$ cat src/hw/rtl/tpq_pkg.sv
// Shared constants and the control type for the touch press qualifier.
package tpq_pkg;

    localparam int WINDOW_DEF      = 5;
    localparam int SAMPLE_BITS_DEF = 12;

    localparam int POINT_BITS      = 12;
    localparam int PRESSURE_BITS   = 16;
    localparam int TIME_BITS       = 32;
    localparam int CFG_DATA_BITS   = 16;
    localparam int CFG_INDEX_BITS  = 8;

    localparam logic [CFG_INDEX_BITS-1:0] CFG_PRESSURE_THRESHOLD = CFG_INDEX_BITS'(0);
    localparam logic [CFG_INDEX_BITS-1:0] CFG_DEBOUNCE_TIME      = CFG_INDEX_BITS'(1);

    localparam logic [CFG_DATA_BITS-1:0] THRESHOLD_RESET = CFG_DATA_BITS'(50);
    localparam logic [CFG_DATA_BITS-1:0] DEBOUNCE_RESET  = CFG_DATA_BITS'(50);

    // Per-transaction decision from the press qualifier.
    typedef struct packed {
        logic shift;   // sample enters the window chain
        logic touch;   // report the median point
        logic held;    // pressed state after this sample
    } t_qual_ctrl;

endpackage

$ cat src/hw/rtl/tpq_cell.sv
// One window cell: holds an X/Y sample pair, shifts it on, ranks its next value.
module tpq_cell
    import tpq_pkg::*;
#(
    parameter int WINDOW      = WINDOW_DEF,
    parameter int SAMPLE_BITS = SAMPLE_BITS_DEF,
    parameter int INDEX       = 0
) (
    input  logic                                i_clk,
    input  logic                                i_rst_n,
    input  logic                                i_shift,
    input  logic [SAMPLE_BITS-1:0]              i_data_x,
    input  logic [SAMPLE_BITS-1:0]              i_data_y,
    input  logic [WINDOW-1:0][SAMPLE_BITS-1:0]  i_next_x,
    input  logic [WINDOW-1:0][SAMPLE_BITS-1:0]  i_next_y,
    output logic [SAMPLE_BITS-1:0]              o_x,
    output logic [SAMPLE_BITS-1:0]              o_y,
    output logic [SAMPLE_BITS-1:0]              o_next_x,
    output logic [SAMPLE_BITS-1:0]              o_next_y,
    output logic                                o_pick_x,
    output logic                                o_pick_y
);

    localparam int RANK_BITS = $clog2(WINDOW);
    localparam logic [SAMPLE_BITS-1:0] MID_VALUE = SAMPLE_BITS'(1) << (SAMPLE_BITS - 1);
    localparam logic [RANK_BITS-1:0]   MED_RANK  = RANK_BITS'(WINDOW / 2);

    logic [SAMPLE_BITS-1:0] r_x, r_y;
    logic [RANK_BITS-1:0]   rank_x, rank_y;

    assign o_next_x = i_shift ? i_data_x : r_x;
    assign o_next_y = i_shift ? i_data_y : r_y;
    assign o_x      = r_x;
    assign o_y      = r_y;

    always_ff @(posedge i_clk) begin
        if (!i_rst_n) begin
            r_x <= MID_VALUE;
            r_y <= MID_VALUE;
        end else begin
            r_x <= o_next_x;
            r_y <= o_next_y;
        end
    end

    // Rank among the next window; equal values break ties by cell position.
    always_comb begin
        rank_x = '0;
        rank_y = '0;
        for (int j = 0; j < WINDOW; j++) begin
            if (j < INDEX) begin
                rank_x = rank_x + RANK_BITS'(i_next_x[j] <= o_next_x);
                rank_y = rank_y + RANK_BITS'(i_next_y[j] <= o_next_y);
            end else if (j > INDEX) begin
                rank_x = rank_x + RANK_BITS'(i_next_x[j] < o_next_x);
                rank_y = rank_y + RANK_BITS'(i_next_y[j] < o_next_y);
            end
        end
    end

    assign o_pick_x = (rank_x == MED_RANK);
    assign o_pick_y = (rank_y == MED_RANK);

endmodule

$ cat src/hw/rtl/tpq_qualifier.sv
// Pressure threshold and debounce decision, press state and configuration registers.
module tpq_qualifier
    import tpq_pkg::*;
(
    input  logic                      i_clk,
    input  logic                      i_rst_n,
    input  logic                      i_cfg_we,
    input  logic [CFG_INDEX_BITS-1:0] i_cfg_index,
    input  logic [CFG_DATA_BITS-1:0]  i_cfg_data,
    input  logic                      i_accept,
    input  logic [PRESSURE_BITS-1:0]  i_pressure,
    input  logic [TIME_BITS-1:0]      i_now_ms,
    output t_qual_ctrl                o_ctrl
);

    logic [CFG_DATA_BITS-1:0] r_threshold, r_debounce;
    logic                     r_pressed, n_pressed;
    logic [TIME_BITS-1:0]     r_last, n_last;
    logic [TIME_BITS-1:0]     elapsed;
    logic                     below, expired;

    assign elapsed = i_now_ms - r_last;
    assign expired = elapsed >= TIME_BITS'(r_debounce);
    assign below   = i_pressure < PRESSURE_BITS'(r_threshold);

    always_comb begin
        n_pressed    = r_pressed;
        n_last       = r_last;
        o_ctrl.shift = !below;
        o_ctrl.touch = 1'b0;
        if (below) begin
            if (r_pressed && expired) begin
                n_pressed = 1'b0;
            end
        end else if (r_pressed || expired) begin
            n_pressed    = 1'b1;
            n_last       = i_now_ms;
            o_ctrl.touch = 1'b1;
        end
        o_ctrl.held = n_pressed;
    end

    always_ff @(posedge i_clk) begin
        if (!i_rst_n) begin
            r_threshold <= THRESHOLD_RESET;
            r_debounce  <= DEBOUNCE_RESET;
            r_pressed   <= 1'b0;
            r_last      <= '0;
        end else begin
            if (i_cfg_we) begin
                unique case (i_cfg_index)
                    CFG_PRESSURE_THRESHOLD: r_threshold <= i_cfg_data;
                    CFG_DEBOUNCE_TIME:      r_debounce  <= i_cfg_data;
                    default: ;
                endcase
            end
            if (i_accept) begin
                r_pressed <= n_pressed;
                r_last    <= n_last;
            end
        end
    end

endmodule

$ cat src/hw/rtl/touch_press_qualifier_median.sv
// Top level of the touch press qualifier: window cell chain, median pick, output register.
//
//   channel   direction  handshake                    payload
//   ------    ---------  ---------------------------  -------------------------------------
//   in        input      i_in_valid / o_in_ready      i_raw_x i_raw_y i_pressure i_now_ms
//   out       output     o_out_valid / i_out_ready    o_touch_valid o_point_x o_point_y o_held
//   cfg       input      i_cfg_we (no handshake)      i_cfg_index i_cfg_data
//
// One transaction per cycle while the output is not stalled; every accepted transaction yields
// its result in the output register in the following cycle. The median decision (WINDOW x
// (WINDOW-1) compare ranks in the cells) and the press qualifier settle in the cycle the
// sample is accepted and land in the output register. Synchronous active-low reset returns
// the window to mid scale and clears the press state. A stalled output holds its register;
// input is taken whenever that register is empty or being drained in the same cycle.
module touch_press_qualifier_median
    import tpq_pkg::*;
#(
    parameter int WINDOW      = WINDOW_DEF,
    parameter int SAMPLE_BITS = SAMPLE_BITS_DEF
) (
    input  logic                      i_clk,
    input  logic                      i_rst_n,
    // configuration
    input  logic                      i_cfg_we,
    input  logic [CFG_INDEX_BITS-1:0] i_cfg_index,
    input  logic [CFG_DATA_BITS-1:0]  i_cfg_data,
    // input samples
    input  logic                      i_in_valid,
    output logic                      o_in_ready,
    input  logic [SAMPLE_BITS-1:0]    i_raw_x,
    input  logic [SAMPLE_BITS-1:0]    i_raw_y,
    input  logic [PRESSURE_BITS-1:0]  i_pressure,
    input  logic [TIME_BITS-1:0]      i_now_ms,
    // results
    output logic                      o_out_valid,
    input  logic                      i_out_ready,
    output logic                      o_touch_valid,
    output logic [POINT_BITS-1:0]     o_point_x,
    output logic [POINT_BITS-1:0]     o_point_y,
    output logic                      o_held
);

    logic       accept;
    t_qual_ctrl ctrl;
    logic       shift;

    logic [WINDOW-1:0][SAMPLE_BITS-1:0] cur_x, cur_y, next_x, next_y;
    logic [WINDOW-1:0]                  pick_x, pick_y;
    logic [SAMPLE_BITS-1:0]             med_x, med_y;
    logic [POINT_BITS+SAMPLE_BITS-1:0]  wide_x, wide_y;

    logic                  r_out_valid;
    logic                  r_touch_valid;
    logic                  r_held;
    logic [POINT_BITS-1:0] r_point_x, r_point_y;

    // Take a new transaction when the output register is free or drains now.
    assign o_in_ready = !r_out_valid || i_out_ready;
    assign accept     = i_in_valid && o_in_ready;

    tpq_qualifier u_qual (
        .i_clk       (i_clk),
        .i_rst_n     (i_rst_n),
        .i_cfg_we    (i_cfg_we),
        .i_cfg_index (i_cfg_index),
        .i_cfg_data  (i_cfg_data),
        .i_accept    (accept),
        .i_pressure  (i_pressure),
        .i_now_ms    (i_now_ms),
        .o_ctrl      (ctrl)
    );

    // Only accepted samples at or above threshold enter the windows. The median is
    // order independent, so the write slot becomes a shift: the newest sample enters
    // cell 0 and the oldest falls out of the last cell.
    assign shift = accept && ctrl.shift;

    for (genvar k = 0; k < WINDOW; k++) begin : g_cell
        logic [SAMPLE_BITS-1:0] feed_x, feed_y;
        if (k == 0) begin : g_head
            assign feed_x = i_raw_x;
            assign feed_y = i_raw_y;
        end else begin : g_link
            assign feed_x = cur_x[k-1];
            assign feed_y = cur_y[k-1];
        end

        tpq_cell #(
            .WINDOW      (WINDOW),
            .SAMPLE_BITS (SAMPLE_BITS),
            .INDEX       (k)
        ) u_cell (
            .i_clk    (i_clk),
            .i_rst_n  (i_rst_n),
            .i_shift  (shift),
            .i_data_x (feed_x),
            .i_data_y (feed_y),
            .i_next_x (next_x),
            .i_next_y (next_y),
            .o_x      (cur_x[k]),
            .o_y      (cur_y[k]),
            .o_next_x (next_x[k]),
            .o_next_y (next_y[k]),
            .o_pick_x (pick_x[k]),
            .o_pick_y (pick_y[k])
        );
    end

    // Exactly one cell holds the middle rank in each window; merge its value.
    always_comb begin
        med_x = '0;
        med_y = '0;
        for (int k = 0; k < WINDOW; k++) begin
            med_x = med_x | (pick_x[k] ? next_x[k] : '0);
            med_y = med_y | (pick_y[k] ? next_y[k] : '0);
        end
    end

    // Fit the median to the fixed point width.
    assign wide_x = {{POINT_BITS{1'b0}}, med_x};
    assign wide_y = {{POINT_BITS{1'b0}}, med_y};

    always_ff @(posedge i_clk) begin
        if (!i_rst_n) begin
            r_out_valid <= 1'b0;
        end else if (accept) begin
            r_out_valid <= 1'b1;
        end else if (i_out_ready) begin
            r_out_valid <= 1'b0;
        end
    end

    // Result payload: point is zero unless a press is reported.
    always_ff @(posedge i_clk) begin
        if (accept) begin
            r_touch_valid <= ctrl.touch;
            r_held        <= ctrl.held;
            r_point_x     <= ctrl.touch ? wide_x[POINT_BITS-1:0] : '0;
            r_point_y     <= ctrl.touch ? wide_y[POINT_BITS-1:0] : '0;
        end
    end

    assign o_out_valid   = r_out_valid;
    assign o_touch_valid = r_touch_valid;
    assign o_point_x     = r_point_x;
    assign o_point_y     = r_point_y;
    assign o_held        = r_held;

endmodule
$ cat config.mk
export PLATFORM = sky130hd
export DESIGN_NAME = touch_press_qualifier_median
export DESIGN_NICKNAME = d
export VERILOG_FILES = /design/src/hw/rtl/tpq_pkg.sv /design/src/hw/rtl/tpq_cell.sv /design/src/hw/rtl/tpq_qualifier.sv /design/src/hw/rtl/touch_press_qualifier_median.sv
export SDC_FILE = /design/constraint.sdc
export NUM_CORES = 1
export LEC_CHECK = 0
export ABC_AREA = 1
export ABC_CLOCK_PERIOD_IN_PS = 12250
export BUFFER_PORTS_ARGS = -buffer_cell sky130_fd_sc_hd__buf_2
export CAP_MARGIN = 20
export CORE_MARGIN = 3
export CORE_UTILIZATION = 65
export DETAILED_ROUTE_END_ITERATION = 6
export PLACE_DENSITY = 0.85
export REMOVE_ABC_BUFFERS = 1
export SLEW_MARGIN = 10
export SYNTH_ARGS = -nofsm -noshare
export SYNTH_HDL_FRONTEND = slang
export SYNTH_SLANG_ARGS = --single-unit
$ cat constraint.sdc
create_clock -name i_clk -period 12.25 [get_ports i_clk]
set_input_delay 0.6125 -clock i_clk [delete_from_list [all_inputs] [get_ports i_clk]]
set_output_delay 0.6125 -clock i_clk [all_outputs]
set_load 0.02 [all_outputs]
# Word-level counts from Yosys, hierarchy flattened
# Cells that the tools add are included.
[totals]
inputBits = 101
output_inout_bits = 28
rom_bits = 0
wordCells = 151
ram_bits = 0
latch_bits = 0
regBits = 212
mem_count = 0
[op_classes]
n_eq_ne = 11
mul = 0
div_mod_pow = 0
n_bitwise = 9
n_mux = 27
reduce_logical = 12
shifts = 0
magnitude_cmp = 42
addsub = 31
[op_table]
columns = ["cell", "n"]
rows = [
  ["$le A12 B12 Y1", 20],
  ["$lt A12 B12 Y1", 20],
  ["$mux W12", 20],
  ["$or A12 B12 Y12", 8],
  ["$add A3 B1 Y3", 20],
  ["$ge A32 B16 Y1", 1],
  ["$sub A32 B32 Y32", 1],
  ["$eq A3 B2 Y1 const B", 10],
  ["$add A1 B1 Y2", 10],
  ["$lt A16 B16 Y1", 1],
  ["$eq A8 B1 Y1 const B", 1],
  ["$logic_not A8 Y1", 1],
  ["$mux W1", 7],
  ["$reduce_and A2 Y1", 2],
  ["$logic_and A1 B1 Y1", 3],
  ["$reduce_and A3 Y1", 1],
  ["$logic_not A1 Y1", 2],
  ["$logic_or A1 B1 Y1", 2],
  ["$reduce_bool A2 Y1", 1],
  ["$not A1 Y1", 1],
]

# Longest topological paths before layout
[logic_depth]
word_depth = 15
mapped_depth = 38
ltp_nobuf = 35

# Modules after synthesis
# Synthesis repeated with hierarchy kept, for this count alone.
[unflattened]
hier_cells = 3550
area_unflattened_um2 = 24079.3
[by_module_without_submodules]
columns = ["module", "seq_area_each_um2", "n_inst", "cells_each", "area_per_inst_um2"]
rows = [
  ["tpq_qualifier", 1301.2, 1, 1037, 6060.8],
  ["tpq_cell (g_cell[4].u_cell)", 480.5, 1, 502, 3453.3],
  ["tpq_cell (g_cell[3].u_cell)", 480.5, 1, 444, 3241.9],
  ["tpq_cell (g_cell[2].u_cell)", 480.5, 1, 441, 3214.3],
  ["tpq_cell (g_cell[1].u_cell)", 480.5, 1, 437, 3181.8],
  ["tpq_cell (g_cell[0].u_cell)", 480.5, 1, 426, 3145.5],
  ["touch_press_qualifier_median", 800.8, 1, 263, 1781.7],
]

# Worst setup path after synthesis
# OpenSTA, ideal clock, no wires.
[synth_path]
path_type = "input to register"
from = "input port i_pressure[5]"
to = "register r_point_x[9], in the netlist o_point_x[9], data pin"
slack_ns = 7.054
cell_stages = 28
arrival_time_ns = 5.049
setup_time_ns = 0.146
t_required_ns = 12.104
n_path_buf = 3
path_cell_list = "ha_1 > a21oi_1 > nor2_1 > nor3_1 > nand2_1 > nand2_1 > nand2_1 > nand2_2 > buf_4 > buf_2 > buf_2 > nand2_1 > o21ai_0 > inv_1 > ha_1 > nand2_1 > nor3_1 > nand3_1 > o22ai_1 > ha_1 > fa_1 > ha_1 > inv_1 > nor3_1 > clkinv_1 > o22ai_1 > inv_1 > a21oi_1"
[synth_lines]
columns = ["item", "line_no", "text"]
rows = [
  ["from (decl)", "touch_press_qualifier_median.sv:32", "input logic [PRESSURE_BITS-1:0] i_pressure,"],
  ["to (signal assigned)", "touch_press_qualifier_median.sv:138", "r_point_x <= ctrl.touch ? wide_x[POINT_BITS-1:0] : '0;"],
  ["to (decl)", "touch_press_qualifier_median.sv:55", "logic [POINT_BITS-1:0] r_point_x, r_point_y;"],
]

# Worst setup path after layout
[layout_path]
from = "register u_qual.r_threshold[15]"
to = "register r_point_y[5], in the netlist o_point_y[5], data pin"
[layout_between]
elab_chain_cells = 14
elab_cells_between_ends = 58
classes_between = "add/sub: 15; order compare: 21; eq/ne: 5; mux: 11; bitwise: 4; reduce/logical: 2"
[layout_lines]
columns = ["item", "line_no", "text"]
rows = [
  ["from (decl)", "tpq_qualifier.sv:16", "logic [CFG_DATA_BITS-1:0] r_threshold, r_debounce;"],
  ["from (signal assigned)", "tpq_qualifier.sv:52", "CFG_PRESSURE_THRESHOLD: r_threshold <= i_cfg_data;"],
  ["$lt A16 B16 Y1 *", "tpq_qualifier.sv:24", "assign below = i_pressure < PRESSURE_BITS'(r_threshold);"],
  ["$logic_not A1 Y1", "tpq_qualifier.sv:29", "o_ctrl.shift = !below;"],
  ["$logic_and A1 B1 Y1", "touch_press_qualifier_median.sv:76", "assign shift = accept && ctrl.shift;"],
  ["$mux W12", "tpq_cell.sv:32", "assign o_next_y = i_shift ? i_data_y : r_y;"],
  ["$lt A12 B12 Y1 / $le A12 B12 Y1 (equally long branches)", "tpq_cell.sv:56, tpq_cell.sv:53", ""],
  ["$add A1 B1 Y2", "tpq_cell.sv:56", "rank_y = rank_y + RANK_BITS'(i_next_y[j] < o_next_y);"],
  ["$add A3 B1 Y3 (2 in series)", "tpq_cell.sv:56", ""],
  ["$eq A3 B2 Y1", "tpq_cell.sv:62", "assign o_pick_y = (rank_y == MED_RANK);"],
  ["$mux W12", "touch_press_qualifier_median.sv:115", "med_y = med_y | (pick_y[k] ? next_y[k] : '0);"],
  ["$or A12 B12 Y12 (4 in series)", "touch_press_qualifier_median.sv:115", ""],
  ["to (signal assigned)", "touch_press_qualifier_median.sv:139", "r_point_y <= ctrl.touch ? wide_y[POINT_BITS-1:0] : '0;"],
  ["to (decl)", "touch_press_qualifier_median.sv:55", ""],
]
# Every way passes the cells marked *; elsewhere a longest branch is shown, timed or not.
# A chain may end at the register's enable or synchronous reset.

==> flow_summary.yaml <==
status:
  status: "complete, but fails checks"
  violations: "DRC"
timing:
  relSlewSlack: 0.200
  worst_pin_slew_ns: 1.19
  finalHoldViolations: 0
  setup_tns_ns: 0
  whs_ns: 0.378
  fmax_mhz: 133
  clock_skew_ns: 0.0226
  slew_violations: 0
  fin_crit_sh: 0.612
  setup_violations: 0
  fin_crit_ns: 7.49
  rsz0062_at_grt: "false"
placement:
  hpwlAfterDp_um: 39900
  io_buffers: 128
  gp_congestion: 1.03
power_and_ir_drop:
  ir_drop_v: 0.000131
  power_density_mw_per_mm2: 153
  switchingPower_w: 0.00134
  p_int_w: 0.00170
  swShare: 0.440
  finalPower_w: 0.00304
  pwr-share-comb: 0.491
  clkPwrFrac: 0.237
  p_leak_nw: 10.4
  p_seq_frac: 0.272
detailed_routing:
  vias: 18478
  post_drt_via_cell_ratio: 5.75
  antenna_left: 0
  totalWireLength_um: 52600
  wl_per_cell_um: 16.4
  drt_pre_antenna_iters: 7
  drtIter0Drc: 1880
  route.detailed.drc: 1
yosys:
  synth_most_common_cell: "nand2_1"
  synth_common_cells: "nand2_1, inv_1, nor2_1"
  synth_seq_area_share: 0.247
  synthCells: 2744
  synth_area_leaders: "dfxtp_1, ha_1, nand2_1"
  postSynth.asyncResetShare: 0
  synth_cell_types: 48
  ys_warn_count: 0
  synth-main-ff-cell: "dfxtp_1"
  syn_area_per_cell_um2: 6.64
  yosysTopAreaCell: "dfxtp_1"
  syn_area_mm2: 0.0182
  synth-seq-cells: 212
  synth_edf_count: 26
  yosys.area.top_type_share: 0.204
cells_and_area:
  nNetsFinal: 3222
  diodes: 0
  area.growth.synth_to_final_pct: 8.81
  drive_above_1_share: 0.0753
global_route:
  grt_pass1_wl_um: 85300
  gr-usage-all-layers: 0.339
  grt-ovfl-total: 0
  antenna_found_initial: 0
  grt_max_degree: 106
  grt_pass1_vias: 17493
setup_path:
  path_max_fanout: 105
  cp-start-kind: "register"
  cp_common_cell: "nand2_1"
  criticalPathCategory: "register to register"
  arrival_ns: 7.76
  crit_path_top_delay_cell: "buf_4"
  required_ns: 12.51
  critPathCaptureType: "register"
  max_stage_delay_ns: 0.76
floorplanning:
  io_pins: 129
  die-area_mm2: 0.0301
  row_count: 60
  coreArea_mm2: 0.0273
  die_h_um: 173
  start_util: 0.669
  die_x_um: 173
cts:
  clkLatencyLatePin_ns: 0.54
  cts_setup_buffers: 0
  numCtsBuffers: 24
  clock_sinks: 212
  root_buffer: "clkbuf_16"
  path_clk_slew_ns: 0.06
  cts.repair.resized: 0
  cts_tree: "done"
  cts_max_path_buffers: 3
  ctsHoldBuffers: 0
  h-tree-depth: 1
job:
  timing.max_cap.violations: 0
hold_path:
  hold_class: "primary input to register"
## sequential cells by signal (all words and copies together) (netlist names)
signal and flops:
o_point_x 12, u_qual.r_threshold 16, o_held 1, o_touch_valid 1, g_cell.u_cell.o_y 60, o_out_valid 1
u_qual.r_debounce 16, g_cell.u_cell.o_x 60, u_qual.r_last 32, o_point_y 12, u_qual.r_pressed 1
## path summary, 6_finish.rpt
check,depth (start not counted),from,to,slack [ns]
setup / recovery,30,u_qual.r_threshold[15],o_point_y[5],4.76
hold / removal,3,i_cfg_data[6],u_qual.r_debounce[6],0.38
setup reg to reg,30,u_qual.r_threshold[15],o_point_y[5],4.76
hold reg to reg,2,u_qual.r_debounce[8],u_qual.r_debounce[8],0.46
## metal layers
layer  GRT usage  vias to the layer above  share of wire
li1            -                     9104              -
met2       0.582                      792           0.47
met3      0.0403                      118          0.082
met1       0.445                     8464           0.42
met5           0                        -              0
met4       0.108                        0          0.032
## layout make-up
type / count / area (um2)
Inverter: 439 / 1650
Multi-Input combinational cell: 2010 / 11700
Clock buffer: 30 / 643
Clock inverter: 14 / 144
Fill cell: 2330 / 7420
Sequential cell: 212 / 4500
Tap cell: 372 / 465
Timing Repair Buffer: 138 / 723
## cells in the final DEF, fill, tap and decap left out, drive strengths merged, types with 16 or more instances in the layout
master / n
nand2: 642
inv: 438
nor2: 338
ha: 285
dfxtp: 186
a21oi: 185
o21ai: 160
buf: 138
nand3: 133
o22ai: 37
nor3: 31
clkbuf: 30
o21a: 28
o21bai: 26
nand4: 26
edfxtp: 26
a211oi: 19
nand3b: 16
## worst max-delay path, delay by kind of cell (launching register included)
family	cells	cell delay, ns
buf+inv	7	1.58
flops	1	0.30
compound gates	4	1.14
simple gates	14	2.36
fa+ha+maj	5	1.62
## power groups by stage
stage / clock, W / sequential [W] / combinational, W
floorplan: 0 / 0.000871 / 0.000959
global placement: 0 / 0.000837 / 0.00139
detailed placement: 0 / 0.000836 / 0.00144
CTS: 0.000730 / 0.000824 / 0.00145
global route: 0.000760 / 0.000831 / 0.00165
finish: 0.000720 / 0.000825 / 0.00149
## cell families after synthesis
logic type / share of synthesized area
and+or+nand+nor: 0.273
DFF: 0.247
adders and majority gates: 0.208
buffers and inverters: 0.112
AOI/OAI and AO/OA: 0.153
xor gates and xnor gates: 0.00721
## through the flow
| step | setup slack (ns) | std cells | cell area [um2] | utilization |
|---|---|---|---|---|
| final | 4.76 | 3215 | 19800 | 0.728 |
| after CTS | 5.02 | 3214 | 19800 | 0.727 |
| after detailed placement | 4.75 | 3170 | 19000 | 0.698 |
| after floorplan | 1.29 | 2661 | 17800 | - |
| after global routing | 4.42 | 3215 | 19800 | 0.728 |
| after global placement | 4.85 | 3170 | 19000 | 0.698 |
Power figures use the tool's default switching activity.
